===== config.mk =====
export PLATFORM = sky130hd
export DESIGN_NAME = cpu_hotplug_load_governor
export DESIGN_NICKNAME = d
export VERILOG_FILES = /design/src/rtl/chlg_pkg.sv /design/src/rtl/chlg_lane.sv /design/src/rtl/chlg_apb.sv /design/src/rtl/cpu_hotplug_load_governor.sv
export SDC_FILE = /design/constraint.sdc
export NUM_CORES = 2
export LEC_CHECK = 0
export ABC_AREA = 1
export BUFFER_PORTS_ARGS = -buffer_cell sky130_fd_sc_hd__buf_2
export CAP_MARGIN = 20
export CORE_MARGIN = 8
export CORE_UTILIZATION = 55
export CTS_BUF_LIST = sky130_fd_sc_hd__clkbuf_16
export DETAILED_ROUTE_END_ITERATION = 8
export MAX_ROUTING_LAYER = met4
export PLACE_DENSITY = 0.82
export SLEW_MARGIN = 40
export SYNTH_ARGS = -nofsm -noshare
export SYNTH_HDL_FRONTEND = slang
export SYNTH_HIERARCHICAL = 1
export SYNTH_SLANG_ARGS = --single-unit

===== constraint.sdc =====
create_clock -name i_clk -period 15.2 [get_ports i_clk]
set_clock_uncertainty 0.1 [all_clocks]
set_input_delay 2.28 -clock i_clk [delete_from_list [all_inputs] [get_ports i_clk]]
set_output_delay 2.28 -clock i_clk [all_outputs]
set_load 0.01 [all_outputs]

===== src/rtl/chlg_pkg.sv =====
`default_nettype none
package chlg_pkg;

    // width of the cumulative time counters
    localparam int TIME_BITS = 48;
    // deltas are truncated to this width before the load math
    localparam int DELTA_BITS = 32;
    // percent scale and quotient width (load is 0..100)
    localparam int LOAD_SCALE = 100;
    localparam int LOAD_BITS  = 7;
    // numerator 100 * delta fits in delta width plus quotient width
    localparam int NUM_BITS   = DELTA_BITS + LOAD_BITS;
    // lane step counter: one multiply step then one step per quotient bit
    localparam int LANE_LAST  = LOAD_BITS + 1;
    localparam int CNT_BITS   = $clog2(LANE_LAST + 1);

    // event selectors
    localparam logic [2:0] FN_SAMPLE  = 3'd0;
    localparam logic [2:0] FN_SUSPEND = 3'd1;
    localparam logic [2:0] FN_RESUME  = 3'd2;
    localparam logic [2:0] FN_REBOOT  = 3'd3;
    localparam logic [2:0] FN_AUTO    = 3'd4;
    localparam logic [2:0] FN_CORE    = 3'd5;
    localparam logic [2:0] FN_LOCK    = 3'd6;

    // core one actions
    localparam logic [1:0] ACT_NONE = 2'd0;
    localparam logic [1:0] ACT_UP   = 2'd1;
    localparam logic [1:0] ACT_DOWN = 2'd2;

    // configuration register indexes
    localparam logic [1:0] REG_LOAD_LOW   = 2'd0;
    localparam logic [1:0] REG_LOAD_HIGH  = 2'd1;
    localparam logic [1:0] REG_BASE_DELAY = 2'd2;

    // lock value that stops sampling
    localparam logic [7:0] LOCK_HARD = 8'd1;

    typedef struct packed {
        logic [2:0]           func;
        logic [TIME_BITS-1:0] idle_core0;
        logic [TIME_BITS-1:0] wall_core0;
        logic [TIME_BITS-1:0] idle_core1;
        logic [TIME_BITS-1:0] wall_core1;
        logic [7:0]           setting_value;
    } t_in_item;

    typedef struct packed {
        logic                 core1_online;
        logic [1:0]           core1_action;
        logic                 reschedule;
        logic [15:0]          next_delay;
        logic [LOAD_BITS-1:0] average_load;
        logic                 write_ignored;
    } t_out_item;

    typedef struct packed {
        logic [6:0]  load_low;
        logic [6:0]  load_high;
        logic [13:0] base_delay;
    } t_cfg;

    typedef struct packed {
        logic                 done;
        logic                 bad;
        logic [LOAD_BITS-1:0] load;
    } t_lane_stat;

endpackage
`default_nettype wire


===== src/rtl/chlg_lane.sv =====
`default_nettype none
module chlg_lane (
    input  wire logic                          i_clk,
    input  wire logic                          i_rst_n,
    input  wire logic                          i_start,
    input  wire logic [chlg_pkg::TIME_BITS-1:0] i_idle,
    input  wire logic [chlg_pkg::TIME_BITS-1:0] i_wall,
    input  wire logic                          i_commit,
    output chlg_pkg::t_lane_stat               o_stat
);
    import chlg_pkg::*;

    logic [TIME_BITS-1:0]  r_prev_idle;
    logic [TIME_BITS-1:0]  r_prev_wall;
    logic [TIME_BITS-1:0]  r_cur_idle;
    logic [TIME_BITS-1:0]  r_cur_wall;
    logic [DELTA_BITS-1:0] r_di;
    logic [DELTA_BITS-1:0] r_dw;
    logic [NUM_BITS-1:0]   r_rem;
    logic [NUM_BITS-1:0]   r_div;
    logic [LOAD_BITS-1:0]  r_q;
    logic                  r_bad;
    logic                  r_zero;
    logic [CNT_BITS-1:0]   r_cnt;

    logic [TIME_BITS-1:0]  w_didle;
    logic [TIME_BITS-1:0]  w_dwall;
    logic [DELTA_BITS-1:0] w_busy;
    logic [NUM_BITS-1:0]   w_num;
    logic                  w_ge;
    logic [NUM_BITS-1:0]   w_sub;

    // deltas against the stored counters, wrapping at the counter width
    assign w_didle = i_idle - r_prev_idle;
    assign w_dwall = i_wall - r_prev_wall;

    // busy time scaled to percent
    assign w_busy = r_dw - r_di;
    assign w_num  = {{LOAD_BITS{1'b0}}, w_busy} * NUM_BITS'(LOAD_SCALE);

    // one restoring division step
    assign w_ge  = (r_rem >= r_div);
    assign w_sub = r_rem - r_div;

    // stored counters, updated only when the step keeps this core's sample
    always_ff @(posedge i_clk) begin
        if (!i_rst_n) begin
            r_prev_idle <= '0;
            r_prev_wall <= '0;
        end else if (i_commit) begin
            r_prev_idle <= r_cur_idle;
            r_prev_wall <= r_cur_wall;
        end
    end

    // step counter
    always_ff @(posedge i_clk) begin
        if (!i_rst_n) begin
            r_cnt <= '0;
        end else if (i_start) begin
            r_cnt <= CNT_BITS'(1);
        end else if (r_cnt == CNT_BITS'(LANE_LAST)) begin
            r_cnt <= '0;
        end else if (r_cnt != '0) begin
            r_cnt <= r_cnt + CNT_BITS'(1);
        end
    end

    // datapath: capture, scale, then one quotient bit per cycle
    always_ff @(posedge i_clk) begin
        if (i_start) begin
            r_cur_idle <= i_idle;
            r_cur_wall <= i_wall;
            r_di       <= w_didle[DELTA_BITS-1:0];
            r_dw       <= w_dwall[DELTA_BITS-1:0];
        end else if (r_cnt == CNT_BITS'(1)) begin
            r_rem  <= w_num;
            r_div  <= {1'b0, r_dw, {(LOAD_BITS-1){1'b0}}};
            r_q    <= '0;
            r_bad  <= (r_dw < r_di);
            r_zero <= (r_dw == '0);
        end else if (r_cnt != '0) begin
            if (w_ge) begin
                r_rem <= w_sub;
            end
            r_div <= {1'b0, r_div[NUM_BITS-1:1]};
            r_q   <= {r_q[LOAD_BITS-2:0], w_ge};
        end
    end

    assign o_stat.done = (r_cnt == '0);
    assign o_stat.bad  = r_bad;
    assign o_stat.load = r_zero ? '0 : r_q;

endmodule
`default_nettype wire


===== src/rtl/chlg_apb.sv =====
`default_nettype none
module chlg_apb (
    input  wire logic        i_clk,
    input  wire logic        i_rst_n,
    input  wire logic        psel,
    input  wire logic        penable,
    input  wire logic        pwrite,
    input  wire logic [3:0]  paddr,
    input  wire logic [31:0] pwdata,
    output logic      [31:0] prdata,
    output logic             pready,
    output chlg_pkg::t_cfg   o_cfg
);
    import chlg_pkg::*;

    t_cfg       r_cfg;
    logic       w_wr;
    logic [1:0] w_idx;

    assign pready = 1'b1;
    assign w_wr   = psel && penable && pwrite && pready;
    assign w_idx  = paddr[3:2];

    // register writes, masked to the register width
    always_ff @(posedge i_clk) begin
        if (!i_rst_n) begin
            r_cfg.load_low   <= 7'd20;
            r_cfg.load_high  <= 7'd60;
            r_cfg.base_delay <= 14'd50;
        end else if (w_wr) begin
            case (w_idx)
                REG_LOAD_LOW:   r_cfg.load_low   <= pwdata[6:0];
                REG_LOAD_HIGH:  r_cfg.load_high  <= pwdata[6:0];
                REG_BASE_DELAY: r_cfg.base_delay <= pwdata[13:0];
                default: ;
            endcase
        end
    end

    // read back
    always_comb begin
        case (w_idx)
            REG_LOAD_LOW:   prdata = {25'd0, r_cfg.load_low};
            REG_LOAD_HIGH:  prdata = {25'd0, r_cfg.load_high};
            REG_BASE_DELAY: prdata = {18'd0, r_cfg.base_delay};
            default:        prdata = '0;
        endcase
    end

    assign o_cfg = r_cfg;

endmodule
`default_nettype wire


===== src/rtl/cpu_hotplug_load_governor.sv =====
`default_nettype none
// Hotplug governor for the second core. One transaction in gives one transaction out.
// A sample event starts two lanes, one per core, that take the counter deltas and
// divide 100 * busy by wall with a seven-step restoring divider each; a merge stage
// then checks for wall below idle, averages the loads of the online cores and applies
// the thresholds. With the output free, a sample passes from acceptance through the
// scale step and the seven divide steps in the lanes, a sequencer step that sees the
// lanes finish, and the merge and result step, after which the next transaction is
// accepted. Every other event goes from acceptance straight to the result step.
// A finished result sits in an output register, so the next transaction is accepted
// while it waits to be taken.
module cpu_hotplug_load_governor (
    input  wire logic                 i_clk,
    input  wire logic                 i_rst_n,
    input  wire logic                 i_in_valid,
    output logic                      o_in_stall,
    input  wire chlg_pkg::t_in_item   i_in_data,
    output logic                      o_out_valid,
    input  wire logic                 i_out_stall,
    output chlg_pkg::t_out_item       o_out_data,
    input  wire logic                 psel,
    input  wire logic                 penable,
    input  wire logic                 pwrite,
    input  wire logic [3:0]           paddr,
    input  wire logic [31:0]          pwdata,
    output logic      [31:0]          prdata,
    output logic                      pready
);
    import chlg_pkg::*;

    localparam logic [1:0] ST_IDLE = 2'd0;
    localparam logic [1:0] ST_RUN  = 2'd1;
    localparam logic [1:0] ST_RES  = 2'd2;

    logic [1:0]  r_state;
    logic [1:0]  n_state;
    logic [2:0]  r_func;
    logic [7:0]  r_setting;
    logic        r_online;
    logic        n_online;
    logic        r_auto;
    logic        n_auto;
    logic        r_forced;
    logic        n_forced;
    logic [7:0]  r_lock;
    logic [7:0]  n_lock;
    logic [7:0]  r_saved;
    logic [7:0]  n_saved;
    logic [15:0] r_delay;
    logic [15:0] n_delay;
    logic        r_out_valid;
    t_out_item   r_out;
    t_out_item   n_out;

    t_cfg        w_cfg;
    t_lane_stat  w_st0;
    t_lane_stat  w_st1;
    logic        w_in_acc;
    logic        w_start;
    logic        w_load_en;
    logic        w_commit0;
    logic        w_commit1;
    logic [7:0]  w_sum;

    // configuration registers
    chlg_apb u_apb (
        .i_clk   (i_clk),
        .i_rst_n (i_rst_n),
        .psel    (psel),
        .penable (penable),
        .pwrite  (pwrite),
        .paddr   (paddr),
        .pwdata  (pwdata),
        .prdata  (prdata),
        .pready  (pready),
        .o_cfg   (w_cfg)
    );

    assign o_in_stall = (r_state != ST_IDLE);
    assign w_in_acc   = i_in_valid && !o_in_stall;
    assign w_start    = w_in_acc && (i_in_data.func == FN_SAMPLE);
    assign w_load_en  = (r_state == ST_RES) && (!r_out_valid || !i_out_stall);

    // one lane per core
    chlg_lane u_lane0 (
        .i_clk    (i_clk),
        .i_rst_n  (i_rst_n),
        .i_start  (w_start),
        .i_idle   (i_in_data.idle_core0),
        .i_wall   (i_in_data.wall_core0),
        .i_commit (w_commit0 && w_load_en),
        .o_stat   (w_st0)
    );

    chlg_lane u_lane1 (
        .i_clk    (i_clk),
        .i_rst_n  (i_rst_n),
        .i_start  (w_start),
        .i_idle   (i_in_data.idle_core1),
        .i_wall   (i_in_data.wall_core1),
        .i_commit (w_commit1 && w_load_en),
        .o_stat   (w_st1)
    );

    // sequencer
    always_comb begin
        n_state = r_state;
        case (r_state)
            ST_IDLE: begin
                if (w_in_acc) begin
                    n_state = (i_in_data.func == FN_SAMPLE) ? ST_RUN : ST_RES;
                end
            end
            ST_RUN: begin
                if (w_st0.done && w_st1.done) begin
                    n_state = ST_RES;
                end
            end
            ST_RES: begin
                if (w_load_en) begin
                    n_state = ST_IDLE;
                end
            end
            default: n_state = ST_IDLE;
        endcase
    end

    always_ff @(posedge i_clk) begin
        if (!i_rst_n) begin
            r_state <= ST_IDLE;
        end else begin
            r_state <= n_state;
        end
    end

    // event fields kept for the merge stage
    always_ff @(posedge i_clk) begin
        if (w_in_acc) begin
            r_func    <= i_in_data.func;
            r_setting <= i_in_data.setting_value;
        end
    end

    assign w_sum = {1'b0, w_st0.load} + {1'b0, w_st1.load};

    // merge stage and event decisions
    always_comb begin
        logic go;
        go        = 1'b0;
        n_online  = r_online;
        n_auto    = r_auto;
        n_forced  = r_forced;
        n_lock    = r_lock;
        n_saved   = r_saved;
        n_delay   = r_delay;
        w_commit0 = 1'b0;
        w_commit1 = 1'b0;
        n_out     = '0;
        n_out.core1_action = ACT_NONE;
        case (r_func)
            FN_SAMPLE: begin
                if (!r_auto) begin
                    if (!r_forced && r_online) begin
                        n_online = 1'b0;
                        n_out.core1_action = ACT_DOWN;
                    end
                end else begin
                    n_out.reschedule = 1'b1;
                    if (r_lock != LOCK_HARD) begin
                        w_commit0 = 1'b1;
                        if (!w_st0.bad) begin
                            if (r_online) begin
                                w_commit1 = 1'b1;
                                if (!w_st1.bad) begin
                                    n_out.average_load = w_sum[7:1];
                                    go = 1'b1;
                                end
                            end else begin
                                n_out.average_load = w_st0.load;
                                go = 1'b1;
                            end
                        end
                        if (go) begin
                            if ((n_out.average_load < w_cfg.load_low) && r_online) begin
                                n_online = 1'b0;
                                n_out.core1_action = ACT_DOWN;
                                n_delay = {2'b00, w_cfg.base_delay};
                            end else if ((n_out.average_load > w_cfg.load_high)
                                         && !r_online) begin
                                n_online = 1'b1;
                                n_out.core1_action = ACT_UP;
                                n_delay = {w_cfg.base_delay, 2'b00};
                            end
                        end
                    end
                end
            end
            FN_SUSPEND: begin
                n_saved = r_lock;
                n_lock  = LOCK_HARD;
            end
            FN_RESUME: begin
                n_lock = r_saved;
            end
            FN_REBOOT: begin
                n_lock = LOCK_HARD;
            end
            FN_AUTO: begin
                if (r_lock != '0) begin
                    n_out.write_ignored = 1'b1;
                end else if (!r_auto && (r_setting == 8'd1)) begin
                    n_auto  = 1'b1;
                    n_delay = {2'b00, w_cfg.base_delay};
                    n_out.reschedule = 1'b1;
                end else if (r_auto && (r_setting == 8'd0)) begin
                    n_auto   = 1'b0;
                    n_forced = 1'b1;
                    if (!r_online) begin
                        n_online = 1'b1;
                        n_out.core1_action = ACT_UP;
                    end
                end
            end
            FN_CORE: begin
                if (r_auto || (r_lock != '0)) begin
                    n_out.write_ignored = 1'b1;
                end else if (!r_forced && (r_setting == 8'd1)) begin
                    n_forced = 1'b1;
                    if (!r_online) begin
                        n_online = 1'b1;
                        n_out.core1_action = ACT_UP;
                    end
                end else if (r_forced && (r_setting == 8'd0)) begin
                    n_forced = 1'b0;
                    if (r_online) begin
                        n_online = 1'b0;
                        n_out.core1_action = ACT_DOWN;
                    end
                end
            end
            FN_LOCK: begin
                n_lock = r_setting;
            end
            default: ;
        endcase
        n_out.core1_online = n_online;
        n_out.next_delay   = n_out.reschedule ? n_delay : 16'd0;
    end

    // governor state, updated when the result is loaded into the output register
    always_ff @(posedge i_clk) begin
        if (!i_rst_n) begin
            r_online <= 1'b1;
            r_auto   <= 1'b1;
            r_forced <= 1'b1;
            r_lock   <= '0;
            r_saved  <= '0;
            r_delay  <= 16'd50;
        end else if (w_load_en) begin
            r_online <= n_online;
            r_auto   <= n_auto;
            r_forced <= n_forced;
            r_lock   <= n_lock;
            r_saved  <= n_saved;
            r_delay  <= n_delay;
        end
    end

    // output register
    always_ff @(posedge i_clk) begin
        if (!i_rst_n) begin
            r_out_valid <= 1'b0;
        end else if (w_load_en) begin
            r_out_valid <= 1'b1;
        end else if (!i_out_stall) begin
            r_out_valid <= 1'b0;
        end
    end

    always_ff @(posedge i_clk) begin
        if (w_load_en) begin
            r_out <= n_out;
        end
    end

    assign o_out_valid = r_out_valid;
    assign o_out_data  = r_out;

    // checks
    a_load_range: assert property (@(posedge i_clk) disable iff (!i_rst_n)
        o_out_valid |-> (o_out_data.average_load <= 7'd100))
        else $error("average load above 100");

    a_up_online: assert property (@(posedge i_clk) disable iff (!i_rst_n)
        (o_out_valid && (o_out_data.core1_action == ACT_UP)) |-> o_out_data.core1_online)
        else $error("power up reported with core one offline");

    a_down_offline: assert property (@(posedge i_clk) disable iff (!i_rst_n)
        (o_out_valid && (o_out_data.core1_action == ACT_DOWN)) |-> !o_out_data.core1_online)
        else $error("power down reported with core one online");

    a_no_delay: assert property (@(posedge i_clk) disable iff (!i_rst_n)
        (o_out_valid && !o_out_data.reschedule) |-> (o_out_data.next_delay == 16'd0))
        else $error("delay reported without reschedule");

    a_lanes_run: assert property (@(posedge i_clk) disable iff (!i_rst_n)
        w_start |=> (!w_st0.done && !w_st1.done && o_in_stall))
        else $error("lanes idle after a sample was accepted");

endmodule
`default_nettype wire


==> flow_summary.ini <==
[status]
status = complete, no violations

[sta]
fmax_mhz = 175
tns_ns = 0
slew_violations = 0
setup_viol = 0
rsz0062_at_grt = false
max_slew_margin = 0.454
holdWs_ns = 0.360
timing.final.crit_share = 0.376
worst_pin_slew_ns = 0.819
finalHoldViolations = 0
period_needed_ns = 5.72

[floorplan]
boundaryPins = 309
num_rows = 113
die-area_um2 = 105000
fp.dieH_um = 324
start_util = 0.551
fp.dieW_um = 324
core_area_um2 = 94400

[clock_network]
cts_resized = 0
htreeDepth = 3
clk_pin_slew_worst_paths_ns = 0.06
postCtsSetupBuffers = 0
cts_buffer_depth = 3
hold_buffers = 0
cts_made_buffers = 79
cts_root_buf = clkbuf_16
insertion_delay_ns = 0.66
cts_tree = yes
clock_sinks = 669

[finish]
layout.nets = 8124
drive_gt1_frac = 0.0697
final_cells = 8660
areaGrowthSynthToFinish_pct = 9.06

[critical_path]
critPathLaunch = paddr[2]
crit_fanout = 13
start_kind = primary input
r2r-end = u_lane0/r_rem[23]
r2r_start = u_lane0/r_dw[0]
cp.required_ns = 12.82
reg2reg_depth = 26
cp-end-kind = output port
worst-setup-path-type = primary input to output port
critPathArrivalTime_ns = 3.34
rrSetupSlack_ns = 9.59

[yosys]
synth.distinct_cells = 68
synthFlopType = edfxtp_1
synth.top_cell.area_share = 0.269
synthTopCellsByArea = edfxtp_1, nand2_1, ha_1
synthCells = 7139
syn_area_per_cell_um2 = 7.29
syn_area_um2 = 52000
yosysTopAreaCell = edfxtp_1
ys_warn_count = 6
synthArstFlopShare = 0
synth-edff-count = 467
ys_seq_elements = 669
seq_area_frac_synth = 0.347

[worst_hold_path]
hold_end = u_lane0/r_prev_wall[16]
worstHoldStart = u_lane0/r_prev_wall[16]
min_path_type = flip-flop to flip-flop
holdPathStages = 2

[power_and_ir_drop]
clkPwrFrac = 0.211
power.switching_w = 0.00381
switching_share = 0.440
p_leak_nw = 27.2
intPower_w = 0.00484
finalPower_w = 0.00865
ir_drop_mv = 0.102
pwr_density_cell_nw_per_um2 = 152
p_seq_frac = 0.296
p_comb_frac = 0.494

[grt]
gr-total-overflow = 0
grtUsageTotal = 0.279
grt_max_degree = 125
grt_pass1_wl_um = 230000
grt_pass1_vias = 44300
antenna_found_initial = 4

[route]
ant_nets = 0
via_per_inst = 5.43
drc_errors = 0
vias = 47000
drt_iter0_drc = 3741
firstDrtPassIters = 6
drt-total-wl_um = 146000
wl_per_cell_um = 16.9

[placement]
placed_cells = 8509
globalplace.congestion = 0.984
portBuffers = 205
hpwl_um = 115000

[run]
maxCapViolCount = 0
stage by stage:
stage,utilization,cell area [um^2],worst slack [ns]
after floorplan,-,52100,3.54
after global placement,0.573,54200,9.30
after detailed placement,0.574,54200,9.28
after CTS,0.600,56700,9.28
after global routing,0.601,56800,9.40
final,0.601,56800,9.48
worst max-delay path, stage by stage:
cell and delay [ns]:
buf_2 0.14, nor2_2 0.48, nand2_1 0.12, nand3_1 0.16
buf_2 0.15
layer usage:
metal  share of wire  global-route usage
met4           0.031              0.0916
met1            0.45               0.367
met3           0.057              0.0281
met2            0.46               0.452
met5               0                   -
Yosys cell counts, types with 26 or more instances:
cell type	n
o21bai_1	48
fa_1	63
clkbuf_1	68
edfxtp_1	467
nand3b_1	28
xnor2_1	30
a21o_1	33
nand2_2	31
xor2_1	123
nor4_1	32
nand4_1	53
ha_1	489
nor3_1	81
nor2_2	27
nor2_1	610
o21ai_0	420
inv_1	1244
buf_4	26
a21oi_1	564
nand3_1	425
buf_2	27
dfxtp_1	202
nand2_1	1840
logic make-up after synthesis:
family,Yosys count,share of synthesized area
adder cells (fa/ha/maj),552,0.142
flip-flops,669,0.347
XOR/XNOR,157,0.0270
buffers and inverters,1402,0.105
AND/OR/NAND/NOR,3193,0.258
AO/OA/AOI/OAI,1164,0.120
other,2,0.000144
registers in the layout, summed over array words and instances (netlist names), 38 cells and up:
register and flops:
u_lane1/r_rem 39, u_lane0/r_div 38, u_lane1/r_div 38, u_lane0/r_rem 39
area by class of cell:
class | count | area (um^2)
multi-input combinational | 5085 | 28600
inverter | 1266 | 4760
clock inverter | 67 | 475
timing repair buffer | 225 | 1220
tap | 1265 | 1580
antenna | 2 | 5.00
fill | 8753 | 37700
clock buffer | 81 | 2030
sequential | 669 | 18100
cells in the final DEF (no fill, tap or decap), types with 17 or more instances in the layout:
master | netlist | final
a21o_1 | 33 | 33
a21oi_1 | 564 | 564
a31oi_1 | 18 | 17
buf_2 | 27 | 204
clkbuf_16 | 0 | 81
conb_1 | 2 | 19
dfxtp_1 | 202 | 201
edfxtp_1 | 467 | 467
fa_1 | 63 | 63
ha_1 | 489 | 489
inv_1 | 1244 | 1258
inv_2 | 21 | 24
nand2_1 | 1840 | 1839
nand2_2 | 31 | 32
nand3_1 | 425 | 425
nand3_2 | 19 | 19
nand3b_1 | 28 | 28
nand4_1 | 53 | 53
nor2_1 | 610 | 606
nor2_2 | 27 | 28
nor3_1 | 81 | 81
nor4_1 | 32 | 32
o21ai_0 | 420 | 420
o21ai_1 | 20 | 20
o21bai_1 | 48 | 48
xnor2_1 | 30 | 30
xor2_1 | 123 | 123
power by group through the flow:
stage / combinational (W) / clock, W / sequential [W]
6_report: 0.00427 / 0.00182 / 0.00256
2_1_floorplan: 0.00315 / 0 / 0.00255
4_1_cts: 0.00422 / 0.00186 / 0.00255
3_3_place_gp: 0.00410 / 0 / 0.00258
3_5_place_dp: 0.00419 / 0 / 0.00259
5_1_grt: 0.00483 / 0.00193 / 0.00258
worst max path at each step:
stage                  endpoint  slack, ns  cells after the start
2_1_floorplan  u_lane0/r_rem[0]       3.54                      8
3_3_place_gp          prdata[0]       9.30                      5
3_5_place_dp          prdata[0]       9.28                      5
4_1_cts               prdata[0]       9.28                      5
5_1_grt               prdata[1]       9.40                      5
6_report              prdata[0]       9.48                      5
No activity file was read; power rests on OpenSTA's default activity.
